`config.mk`:
```
export PLATFORM = sky130hd
export DESIGN_NAME = halfstep_stepper_position_controller
export DESIGN_NICKNAME = d
export VERILOG_FILES = /design/src/hw/rtl/hssp_pkg.sv /design/src/hw/rtl/hssp_move_unit.sv /design/src/hw/rtl/halfstep_stepper_position_controller.sv
export VERILOG_INCLUDE_DIRS = /design/src /design/src/hw/rtl
export SDC_FILE = /design/constraint.sdc
export NUM_CORES = 2
export LEC_CHECK = 0
export BUFFER_PORTS_ARGS = -buffer_cell sky130_fd_sc_hd__buf_2
export CAP_MARGIN = 20
export CORE_MARGIN = 1
export CORE_UTILIZATION = 70
export DETAILED_ROUTE_END_ITERATION = 8
export PLACE_DENSITY_LB_ADDON = 0.25
export SKIP_CTS_REPAIR_TIMING = 1
export SLEW_MARGIN = 10
export SYNTH_ARGS = -nofsm -noshare
export SYNTH_HDL_FRONTEND = slang
export SYNTH_SLANG_ARGS = --single-unit
export TNS_END_PERCENT = 10
```
`constraint.sdc`:
```
create_clock -name clk -period 17.6 [get_ports clk]
set_clock_uncertainty 0.1 [all_clocks]
set_input_delay 3.52 -clock clk [delete_from_list [all_inputs] [get_ports clk]]
set_output_delay 3.52 -clock clk [all_outputs]
set_load 0.05 [all_outputs]
```
`src/hw/rtl/halfstep_stepper_position_controller_assert.svh`:
```
// Assertion helpers shared by the stepper controller modules.
`ifndef HALFSTEP_STEPPER_POSITION_CONTROLLER_ASSERT_SVH
`define HALFSTEP_STEPPER_POSITION_CONTROLLER_ASSERT_SVH

// Same-cycle implication, switched off while reset is high.
`define HSSP_ASSERT_IMPLIES(label, clk, rst, ante, cons) \
  label: assert property (@(posedge clk) disable iff (rst) (ante) |-> (cons)) \
    else $error("hssp: same-cycle check failed");

// Next-cycle implication, switched off while reset is high.
`define HSSP_ASSERT_NEXT(label, clk, rst, ante, cons) \
  label: assert property (@(posedge clk) disable iff (rst) (ante) |=> (cons)) \
    else $error("hssp: next-cycle check failed");

`endif

```
`src/hw/rtl/hssp_pkg.sv`:
```
package hssp_pkg;

  localparam int ANGLE_W   = 16;
  localparam int TARGET_W  = 17;
  localparam int PERIOD_W  = 24;
  localparam int SPR_W     = 16;
  localparam int COUNT_W   = 15;
  localparam int PHASE_W   = 3;
  localparam int COILS_W   = 4;
  localparam int CFG_IDX_W = 8;
  localparam int CFG_DAT_W = 24;

  localparam logic [PERIOD_W-1:0] PERIOD_RESET = 24'd2000;
  localparam logic [SPR_W-1:0]    SPR_RESET    = 16'd4096;
  localparam logic [PERIOD_W-1:0] ELAPSED_MAX  = 24'hFFFFFF;

  // A full turn of 36000 is 32 * 1125: the divide shifts out the power of two
  // and handles the odd factor with a reciprocal multiply and one correction.
  localparam logic [15:0] RECIP_MULT = 16'd59652;
  localparam logic [10:0] DIV_ODD    = 11'd1125;

  typedef enum logic {
    OP_TICK = 1'b0,
    OP_MOVE = 1'b1
  } op_t;

  localparam logic [CFG_IDX_W-1:0] REG_STEP_PERIOD = 8'd0;
  localparam logic [CFG_IDX_W-1:0] REG_STEPS_REV   = 8'd1;
  localparam logic [CFG_IDX_W-1:0] REG_RUN_MODE    = 8'd2;

  typedef struct packed {
    logic                       start;
    logic                       ack;
    logic signed [TARGET_W-1:0] target;
    logic [ANGLE_W-1:0]         cur_angle;
    logic [SPR_W-1:0]           spr;
  } mv_req_t;

  typedef struct packed {
    logic               busy;
    logic               done;
    logic [COUNT_W-1:0] steps;
    logic               backward;
    logic [ANGLE_W-1:0] angle;
  } mv_rsp_t;

  // Half-step sequence A, AB, B, BC, C, CD, D, DA.
  function automatic logic [COILS_W-1:0] coil_pattern(input logic [PHASE_W-1:0] ph);
    logic [COILS_W-1:0] pat;
    case (ph)
      3'd0: pat = 4'b0001;
      3'd1: pat = 4'b0011;
      3'd2: pat = 4'b0010;
      3'd3: pat = 4'b0110;
      3'd4: pat = 4'b0100;
      3'd5: pat = 4'b1100;
      3'd6: pat = 4'b1000;
      3'd7: pat = 4'b1001;
      default: pat = 4'b0001;
    endcase
    return pat;
  endfunction

endpackage

```
`src/hw/rtl/hssp_move_unit.sv`:
```
`include "halfstep_stepper_position_controller_assert.svh"

module hssp_move_unit import hssp_pkg::*; (
  input  logic    clk,
  input  logic    rst,
  input  mv_req_t req,
  output mv_rsp_t rsp
);

  typedef enum logic [4:0] {
    MV_IDLE  = 5'b00001,
    MV_PROD  = 5'b00010,
    MV_RECIP = 5'b00100,
    MV_FIX   = 5'b01000,
    MV_DONE  = 5'b10000
  } mv_state_t;

  mv_state_t state;

  logic signed [17:0] tgt_ext;
  logic signed [17:0] norm;
  logic signed [17:0] diff;
  logic signed [17:0] wrapped;
  logic signed [17:0] mag_abs;

  logic [COUNT_W-1:0] mag;
  logic               backward;
  logic [ANGLE_W-1:0] angle;
  logic [30:0]        prod;
  logic [25:0]        y_reg;
  logic [COUNT_W-1:0] est;
  logic [COUNT_W-1:0] quot;

  logic [30:0] prod_full;
  logic [41:0] recip_full;
  logic [26:0] est_x;
  logic [26:0] y_ext;
  logic [26:0] rem;
  logic [26:0] chk_prod;
  logic [26:0] odd_ext;

  // Bring the target into 0..35999, then take the shortest way round.
  always_comb begin
    tgt_ext = {req.target[TARGET_W-1], req.target};
    if (tgt_ext >= 18'sd36000) begin
      norm = tgt_ext - 18'sd36000;
    end else if (tgt_ext >= 18'sd0) begin
      norm = tgt_ext;
    end else if (tgt_ext >= -18'sd36000) begin
      norm = tgt_ext + 18'sd36000;
    end else begin
      norm = tgt_ext + 18'sd72000;
    end
    diff = norm - $signed({2'b00, req.cur_angle});
    if (diff > 18'sd18000) begin
      wrapped = diff - 18'sd36000;
    end else if (diff < -18'sd18000) begin
      wrapped = diff + 18'sd36000;
    end else begin
      wrapped = diff;
    end
    mag_abs = wrapped[17] ? -wrapped : wrapped;
  end

  assign prod_full  = {16'd0, mag} * {15'd0, req.spr};
  assign recip_full = {16'd0, prod[30:5]} * {26'd0, RECIP_MULT};
  assign odd_ext    = {16'd0, DIV_ODD};
  assign est_x      = {12'd0, est} * odd_ext;
  assign y_ext      = {1'b0, y_reg};
  assign rem        = y_ext - est_x;
  assign chk_prod   = {12'd0, quot} * odd_ext;

  always_ff @(posedge clk) begin
    if (rst) begin
      state <= MV_IDLE;
    end else begin
      case (state)
        MV_IDLE:  if (req.start) state <= MV_PROD;
        MV_PROD:  state <= MV_RECIP;
        MV_RECIP: state <= MV_FIX;
        MV_FIX:   state <= MV_DONE;
        MV_DONE:  if (req.ack) state <= MV_IDLE;
        default:  state <= MV_IDLE;
      endcase
    end
  end

  always_ff @(posedge clk) begin
    if (state == MV_IDLE && req.start) begin
      mag      <= mag_abs[COUNT_W-1:0];
      backward <= wrapped[17];
      angle    <= norm[ANGLE_W-1:0];
    end
    if (state == MV_PROD) begin
      prod <= prod_full;
    end
    if (state == MV_RECIP) begin
      y_reg <= prod[30:5];
      est   <= recip_full[40:26];
    end
    if (state == MV_FIX) begin
      quot <= (rem >= odd_ext) ? est + 15'd1 : est;
    end
  end

  assign rsp.busy     = (state != MV_IDLE);
  assign rsp.done     = (state == MV_DONE);
  assign rsp.steps    = quot;
  assign rsp.backward = backward;
  assign rsp.angle    = angle;

  `HSSP_ASSERT_IMPLIES(a_quotient_exact, clk, rst, state == MV_DONE, (chk_prod <= y_ext) && ((y_ext - chk_prod) < odd_ext))

endmodule

```
`src/hw/rtl/halfstep_stepper_position_controller.sv`:
```
// Channel  | Handshake              | Payload
// ---------+------------------------+---------------------------------------------
// command  | cmd_valid / cmd_stall  | op, target_angle
// result   | res_valid / res_stall  | coils, phase, stepped, busy_res, steps_done,
//          |                        | angle_now
// config   | cfg_valid / cfg_ready  | cfg_index, cfg_data
//
// A tick beat passes from the command register through the step logic into the
// result register, so ticks flow at one per clock while the result is not stalled.
// A move beat that starts a move is held while the move unit runs its normalise,
// multiply, reciprocal and correction stages; an ignored move goes straight to a result.
// Reset (rst, synchronous) clears all motion state and loads the register defaults.
// A stalled result holds the result register; one further command beat is still
// taken into the command register, after which cmd_stall rises.
// Configuration writes are always ready and take effect on the next cycle.

`include "halfstep_stepper_position_controller_assert.svh"

module halfstep_stepper_position_controller import hssp_pkg::*; (
  input  logic                       clk,
  input  logic                       rst,
  input  logic                       cmd_valid,
  output logic                       cmd_stall,
  input  logic                       op,
  input  logic signed [TARGET_W-1:0] target_angle,
  output logic                       res_valid,
  input  logic                       res_stall,
  output logic [COILS_W-1:0]         coils,
  output logic [PHASE_W-1:0]         phase,
  output logic                       stepped,
  output logic                       busy_res,
  output logic [COUNT_W-1:0]         steps_done,
  output logic [ANGLE_W-1:0]         angle_now,
  input  logic                       cfg_valid,
  output logic                       cfg_ready,
  input  logic [CFG_IDX_W-1:0]       cfg_index,
  input  logic [CFG_DAT_W-1:0]       cfg_data
);

  // Configuration registers.
  logic [PERIOD_W-1:0] step_period_us;
  logic [SPR_W-1:0]    steps_per_rev;
  logic                run_mode;

  // Motion state.
  logic [PHASE_W-1:0]  phase_index;
  logic [ANGLE_W-1:0]  current_angle;
  logic [PERIOD_W-1:0] elapsed_us;
  logic [COUNT_W-1:0]  steps_left;
  logic [COUNT_W-1:0]  steps_taken;
  logic                move_backward;

  logic [PHASE_W-1:0]  phase_next;
  logic [ANGLE_W-1:0]  angle_next;
  logic [PERIOD_W-1:0] elapsed_next;
  logic [COUNT_W-1:0]  left_next;
  logic [COUNT_W-1:0]  taken_next;
  logic                backward_next;
  logic                stepped_next;

  // Command register.
  logic                       cmd_held;
  op_t                        op_reg;
  logic signed [TARGET_W-1:0] target_reg;

  logic cmd_accept;
  logic res_free;
  logic is_tick;
  logic is_move;
  logic move_skip;
  logic move_start;
  logic move_finish;
  logic consume;

  logic [PERIOD_W-1:0] elapsed_inc;
  logic                due;
  logic                left_nz;
  logic                step_now;
  logic [PHASE_W-1:0]  phase_adv;

  mv_req_t mv_req;
  mv_rsp_t mv_rsp;

  // The configuration port never pushes back; writes should arrive only while idle (not enforced here).
  assign cfg_ready = 1'b1;

  always_ff @(posedge clk) begin
    if (rst) begin
      step_period_us <= PERIOD_RESET;
      steps_per_rev  <= SPR_RESET;
      run_mode       <= 1'b0;
    end else if (cfg_valid && cfg_ready) begin
      case (cfg_index)
        REG_STEP_PERIOD: step_period_us <= cfg_data;
        REG_STEPS_REV:   steps_per_rev  <= cfg_data[SPR_W-1:0];
        REG_RUN_MODE:    run_mode       <= cfg_data[0];
        default: begin
        end
      endcase
    end
  end

  // The result register may be loaded when it is empty or being emptied.
  assign res_free = !res_valid || !res_stall;

  assign is_tick = cmd_held && (op_reg == OP_TICK);
  assign is_move = cmd_held && (op_reg == OP_MOVE);

  // A move that finds steps still pending is dropped, but still gives a result.
  assign left_nz     = (steps_left != '0);
  assign move_skip   = is_move && left_nz && !mv_rsp.busy;
  assign move_start  = is_move && !left_nz && !mv_rsp.busy;
  assign move_finish = is_move && mv_rsp.done;

  assign consume    = res_free && (is_tick || move_skip || move_finish);
  assign cmd_stall  = cmd_held && !consume;
  assign cmd_accept = cmd_valid && !cmd_stall;

  always_ff @(posedge clk) begin
    if (rst) begin
      cmd_held <= 1'b0;
    end else if (cmd_accept) begin
      cmd_held <= 1'b1;
    end else if (consume) begin
      cmd_held <= 1'b0;
    end
  end

  always_ff @(posedge clk) begin
    if (cmd_accept) begin
      op_reg     <= op_t'(op);
      target_reg <= target_angle;
    end
  end

  // The move unit turns a target angle into a direction and a step count.
  assign mv_req.start     = move_start;
  assign mv_req.ack       = res_free && mv_rsp.done;
  assign mv_req.target    = target_reg;
  assign mv_req.cur_angle = current_angle;
  assign mv_req.spr       = steps_per_rev;

  hssp_move_unit u_move (
    .clk (clk),
    .rst (rst),
    .req (mv_req),
    .rsp (mv_rsp)
  );

  // The elapsed counter saturates rather than wrapping, so a long pause never
  // delays the first step of a later move.
  assign elapsed_inc = (elapsed_us == ELAPSED_MAX) ? elapsed_us : elapsed_us + 24'd1;
  assign due         = (elapsed_inc >= step_period_us);
  assign step_now    = due && (run_mode || left_nz);
  // Continuous rotation always runs forwards; a positional move follows its direction.
  assign phase_adv   = (!run_mode && move_backward) ? phase_index - 3'd1
                                                    : phase_index + 3'd1;

  always_comb begin
    phase_next    = phase_index;
    angle_next    = current_angle;
    elapsed_next  = elapsed_us;
    left_next     = steps_left;
    taken_next    = steps_taken;
    backward_next = move_backward;
    stepped_next  = 1'b0;
    if (is_tick) begin
      elapsed_next = step_now ? '0 : elapsed_inc;
      stepped_next = step_now;
      if (step_now) begin
        phase_next = phase_adv;
      end
      if (due && !run_mode && left_nz) begin
        left_next  = steps_left - 15'd1;
        taken_next = steps_taken + 15'd1;
      end
    end else if (move_finish) begin
      left_next     = mv_rsp.steps;
      taken_next    = '0;
      backward_next = mv_rsp.backward;
      angle_next    = mv_rsp.angle;
    end
  end

  always_ff @(posedge clk) begin
    if (rst) begin
      phase_index   <= '0;
      current_angle <= '0;
      elapsed_us    <= '0;
      steps_left    <= '0;
      steps_taken   <= '0;
      move_backward <= 1'b0;
    end else if (consume) begin
      phase_index   <= phase_next;
      current_angle <= angle_next;
      elapsed_us    <= elapsed_next;
      steps_left    <= left_next;
      steps_taken   <= taken_next;
      move_backward <= backward_next;
    end
  end

  // Result register: every consumed command beat produces exactly one result beat.
  always_ff @(posedge clk) begin
    if (rst) begin
      res_valid <= 1'b0;
    end else if (consume) begin
      res_valid <= 1'b1;
    end else if (!res_stall) begin
      res_valid <= 1'b0;
    end
  end

  always_ff @(posedge clk) begin
    if (consume) begin
      coils      <= coil_pattern(phase_next);
      phase      <= phase_next;
      stepped    <= stepped_next;
      busy_res   <= (left_next != '0);
      steps_done <= taken_next;
      angle_now  <= angle_next;
    end
  end

  `HSSP_ASSERT_IMPLIES(a_move_blocks_cmd, clk, rst, mv_rsp.busy && !mv_rsp.done, cmd_stall)
  `HSSP_ASSERT_NEXT(a_phase_holds, clk, rst, consume && !stepped_next, phase_index == $past(phase_index))
  `HSSP_ASSERT_NEXT(a_step_clears_time, clk, rst, consume && stepped_next, elapsed_us == 24'd0)

endmodule
```
Word-level counts from Yosys, hierarchy flattened

Memories as Yosys holds them, arrays and structs flattened. A register that Yosys moved wholly into a read port is not among the register bits.
Cells that the tools add are included.

Magnitude comparators: 7
$mul: 3
Reductions and logical operators: 37
Eq/ne operators: 12
Mux-type cells: 27
Bitwise gates (word level): 2
Add/subtract/negate cells: 14

Operator list:

| kind                                                                                   | count |
|---|---|
| 15-bit 2-to-1 mux                                                                      | 8 |
| 18-bit 2-to-1 mux                                                                      | 5 |
| 24-bit 2-to-1 mux                                                                      | 2 |
| 26-bit by 14-bit multiplier with 39-bit output (second input constant)                 | 1 |
| 17-bit greater-or-equal comparator (second input constant)                             | 2 |
| 16-bit 2-to-1 mux                                                                      | 2 |
| 15-bit by 16-bit multiplier with 31-bit output                                         | 1 |
| 15-bit by 1-bit adder with 15-bit output (second input constant)                       | 2 |
| 15-bit nonzero test                                                                    | 2 |
| 27-bit by 11-bit greater-or-equal comparator with 1-bit output (second input constant) | 1 |
| 26-bit by 27-bit subtractor with 27-bit output                                         | 1 |
| 15-bit by 11-bit multiplier with 26-bit output (second input constant)                 | 1 |
| 5-bit one-hot mux with 5 select lines                                                  | 1 |
| 24-bit by 1-bit adder with 24-bit output (second input constant)                       | 1 |
| 24-bit == test (second input constant)                                                 | 1 |
| 24-bit greater-or-equal comparator                                                     | 1 |
| 17-bit by 17-bit adder with 18-bit output (second input constant)                      | 1 |
| 17-bit by 18-bit adder with 18-bit output (second input constant)                      | 1 |
| 18-bit by 17-bit adder with 18-bit output (second input constant)                      | 1 |
| 18-bit by 16-bit > comparator with 1-bit output (second input constant)                | 1 |
| 18-bit by 16-bit < comparator with 1-bit output (second input constant)                | 1 |
| 17-bit by 17-bit subtractor with 18-bit output (second input constant)                 | 1 |
| 18-bit by 17-bit subtractor with 18-bit output                                         | 1 |
| 18-bit by 17-bit subtractor with 18-bit output (second input constant)                 | 1 |
| 26 further kinds                                                                       | 62 |

Logic and storage cells: 129
Register bits after elaboration: 295
Bits in read-only memories: 32
Output and inout port bits: 43
Memories kept: 1
Bits of input ports: 55

Memory list:

| memory          | words | width | rd ports | clocked after Yosys merged registers in | write ports | RTL line       | RTL |
|---|---|---|---|---|---|---|---|
| (no name shown) | 8     | 4     | 1        | 1                                       | 0           | hssp_pkg.sv:50 | `case (ph)` |

Logic depth before layout (Yosys ltp)

Depth after elaboration: 11
Depth in mapped cells: 30
Depth with buffers taken out: 30

Modules after synthesis

Synthesis repeated with hierarchy kept, for this count alone.

Cell total of the unflattened synthesis: 3,244
Area, all modules: 30,827.1 um^2

By module, submodules not included:

| module                               | area each (um^2) | times used | seq. area each (um^2) | cells an instance |
|---|---|---|---|---|
| hssp_move_unit                       | 22,228.8         | 1          | 3,523.4               | 2,279 |
| halfstep_stepper_position_controller | 8,598.2          | 1          | 4,083.9               | 965 |

Worst setup path after synthesis

OpenSTA, ideal clock, no wires.

Path type: input to output
Start: input port res_stall
End: output port cmd_stall
Buffers on the path: 1
Setup slack: 9,487 ps
Required time: 13,980 ps
Stages on the path: 4
Arrival: 4,493 ps
Cells stage by stage: nand2_1 nand3_1 clkbuf_1 and2_1

Cells in the longest elaborated chain, start to end: 5

RTL lines:

| element           | RTL line                                    | RTL |
|---|---|---|
| start, declared   | halfstep_stepper_position_controller.sv:27  | `input logic res_stall,` |
| 1-bit logical NOT | n/a                                         |  |
| 1-bit logical OR  | halfstep_stepper_position_controller.sv:104 | `assign res_free = !res_valid \|\| !res_stall;` |
| 1-bit logical AND | halfstep_stepper_position_controller.sv:115 | `assign consume = res_free && (is_tick \|\| move_skip \|\| move_finish);` |
| 1-bit logical NOT | halfstep_stepper_position_controller.sv:116 | `assign cmd_stall = cmd_held && !consume;` |
| 1-bit logical AND | halfstep_stepper_position_controller.sv:116 |  |
| end, declared     | halfstep_stepper_position_controller.sv:23  | `output logic cmd_stall,` |

No other way between the ends.

Final worst setup path

Same ends and word-level chain as after synthesis.

==> results.json <==
{
  "portBuffers": 96,
  "grt-busiest-layer": "met2",
  "slew_viol_final": 0,
  "layout-drive-gt1-share": 0.0708,
  "tns_ns": 0,
  "timing.critical_path.buf_inv": 2,
  "min_period_ns": 8.47,
  "syn-num-nets": 3933,
  "gp_congestion": 0.972,
  "worstMarginPinSlew_ns": 1.06,
  "wl_mm": 72.2,
  "grt.met3_usage": 0.0388,
  "first_global_vias": 24504,
  "initial_utilization": 0.715,
  "dieArea_mm2": 0.0441,
  "hold_class": "register to register",
  "design.portCount": 98,
  "wl_per_cell_um": 18.8,
  "post-place-cells": 3774,
  "grt_use_total": 0.338,
  "cts_buffers": 34,
  "min_to": "step_period_us[20]",
  "power.leakage_nw": 14.7,
  "final-setup-viol-count": 0,
  "clock_path_buffers": 3,
  "post-route-util": 0.763,
  "synth-seq-cells": 294,
  "synth.most_common_cell": "nand2_1",
  "arrival_ns": 4.85,
  "path_clk_slew_ns": 0.05,
  "first_pass_iters": 6,
  "power.density_mw_per_mm2": 64.2,
  "yosysWarnings": 0,
  "syn_avg_cell_area_um2": 9.45,
  "clock.fmax_mhz": 118,
  "stdcell_count": 3838,
  "cts_tree": "done",
  "rsz0062_at_grt": "false",
  "worstHoldPathCells": 2,
  "r2r_start": "u_move.est[7]",
  "post-route-drc-count": 0,
  "synth_edf_count": 172,
  "via_per_inst": 6.19,
  "max-slew-margin-rel": 0.289,
  "die_w_um": 210,
  "rows": 75,
  "route.vias.total": 23762,
  "max-cap-violations": 0,
  "grtUsageMet2": 0.584,
  "use_met1": 0.436,
  "synthToLayoutAreaGrowth_pct": 6.67,
  "n_fill_cell": 2838,
  "reg2reg_to": "u_move.quot[1]",
  "crit_path_end_kind": "primary output",
  "finalCritPeriodShare": 0.481,
  "syn-cell-area_mm2": 0.0303,
  "async_flop_share": 0,
  "synth_common_cells": "nand2_1, inv_1, ha_1",
  "ff2ff_setup_slack_ns": 9.61,
  "synth.area.top_cells": "fa_1, edfxtp_1, ha_1",
  "antenna_found_initial": 0,
  "crit_path_cell_trace": "buf_2 -> nand2_1 -> nand3_2 -> and2_1 -> buf_2",
  "synth-seq-area-share": 0.251,
  "slowest_delay_ns": 0.49,
  "yosysUniqueCellTypes": 105,
  "cts-root-buf": "clkbuf_16",
  "die_h_um": 210,
  "synth_top_area_share": 0.194,
  "dp_hpwl_mm": 55.2,
  "ant_nets": 0,
  "ys_dominant_reg_cell": "edfxtp_1",
  "cp_data_required_time_ns": 13.98,
  "design_area_mm2": 0.0323,
  "start_kind": "primary input",
  "cts.sinks": 294,
  "yosysTopAreaCell": "fa_1",
  "drtIter0Drc": 1876,
  "hp-start": "step_period_us[20]",
  "grt_max_degree": 107,
  "grt_overflow": 0,
  "cp_top_family": "simple AND/OR/NAND/NOR gates",
  "nets": 3967,
  "netlist_instances": 3201,
  "status": "finished clean",
  "worstPathMaxFanout": 25,
  "critPathKind": "primary input to primary output",
  "max-vdd-ir-drop_uv": 102,
  "htreeDepth": 2,
  "hold_viol": 0,
  "grt_first_pass_wirelength_mm": 120,
  "antenna_cells": 0,
  "r2r_cells": 23,
  "postPlaceCellArea_mm2": 0.0311,
  "clk_latency_ns": 0.54,
  "crit_slowest_cell": "nand3_2",
  "path_common_cell": "buf_2",
  "coreArea_mm2": 0.0423
}
-- layout make-up --
cell class,count,area (um^2),area share
well taps,577,722,0.0224
clock inverters,15,155,0.00481
flip-flops and latches,294,7610,0.236
multi-input cells,2389,20700,0.642
inverters,406,1530,0.0472
clock buffers,47,931,0.0288
repair buffers,110,628,0.0195
-- worst reg2reg max path, delay by kind of cell, from the launching register on --
kind / cells / cell delay, ns
AO/OA/AOI/OAI: 6 / 2.15
buffers and inverters: 2 / 0.10
multiplexers: 1 / 0.31
flip-flops: 1 / 0.55
adder cells (fa/ha/maj): 7 / 3.00
XOR/XNOR: 1 / 0.15
AND/OR/NAND/NOR: 6 / 1.41
-- placed cells by master, fill, tap and decap left out, types with 81 or more instances in the layout --
cell type and n:
o21ai_0 89, buf_2 95, and2_1 110, nand2_1 431, dfxtp_1 122, nor2_1 142
a21oi_1 197, fa_1 293, xnor2_1 81, inv_1 405, edfxtp_1 172, ha_1 384
-- cell families after synthesis --
group                      share of synthesized area
DFF                                            0.251
muxes                                        0.00624
xor gates and xnor gates                      0.0454
other                                       0.000124
buffers and inverters                         0.0653
AOI/OAI and AO/OA                              0.121
and+or+nand+nor                                0.158
adders and majority gates                      0.353
-- layer usage --
metal,vias up,routed length [um],part of all wire
li1,10972,-,-
met1,11670,29100,0.40
met2,927,35900,0.50
met3,193,4610,0.064
met4,0,2570,0.036
met5,-,0,0
-- worst max-delay path by stage --
stage	start	endpoint	slack [ns]	cells after the start
2_1_floorplan	res_stall	cmd_stall	9.49	4
3_5_place_dp	res_stall	cmd_stall	8.67	5
4_1_cts	res_stall	cmd_stall	8.66	5
6_report	res_stall	cmd_stall	9.13	5
5_1_grt	res_stall	cmd_stall	9.04	5
3_3_place_gp	res_stall	cmd_stall	8.71	5
-- per-stage QoR --
| stage | setup WS, ns | total power [mW] | hold slack [ns] |
|---|---|---|---|
| after floorplan | 9.49 | 1.24 | 0.332 |
| after CTS | 8.66 | 2.07 | 0.353 |
| after detailed placement | 8.67 | 1.37 | 0.347 |
| final | 9.13 | 2.07 | 0.356 |
| after global routing | 9.04 | 2.16 | 0.379 |
| after global placement | 8.71 | 1.35 | 0.341 |
-- report_power, final --
part	switching, mW	internal [mW]	total [mW]	leakage [nW]
sequential	0.0471	0.773	0.820	2.58
combinational	0.342	0.212	0.554	11.6
clock	0.293	0.404	0.698	0.526
(Power assumes the default switching activity.)
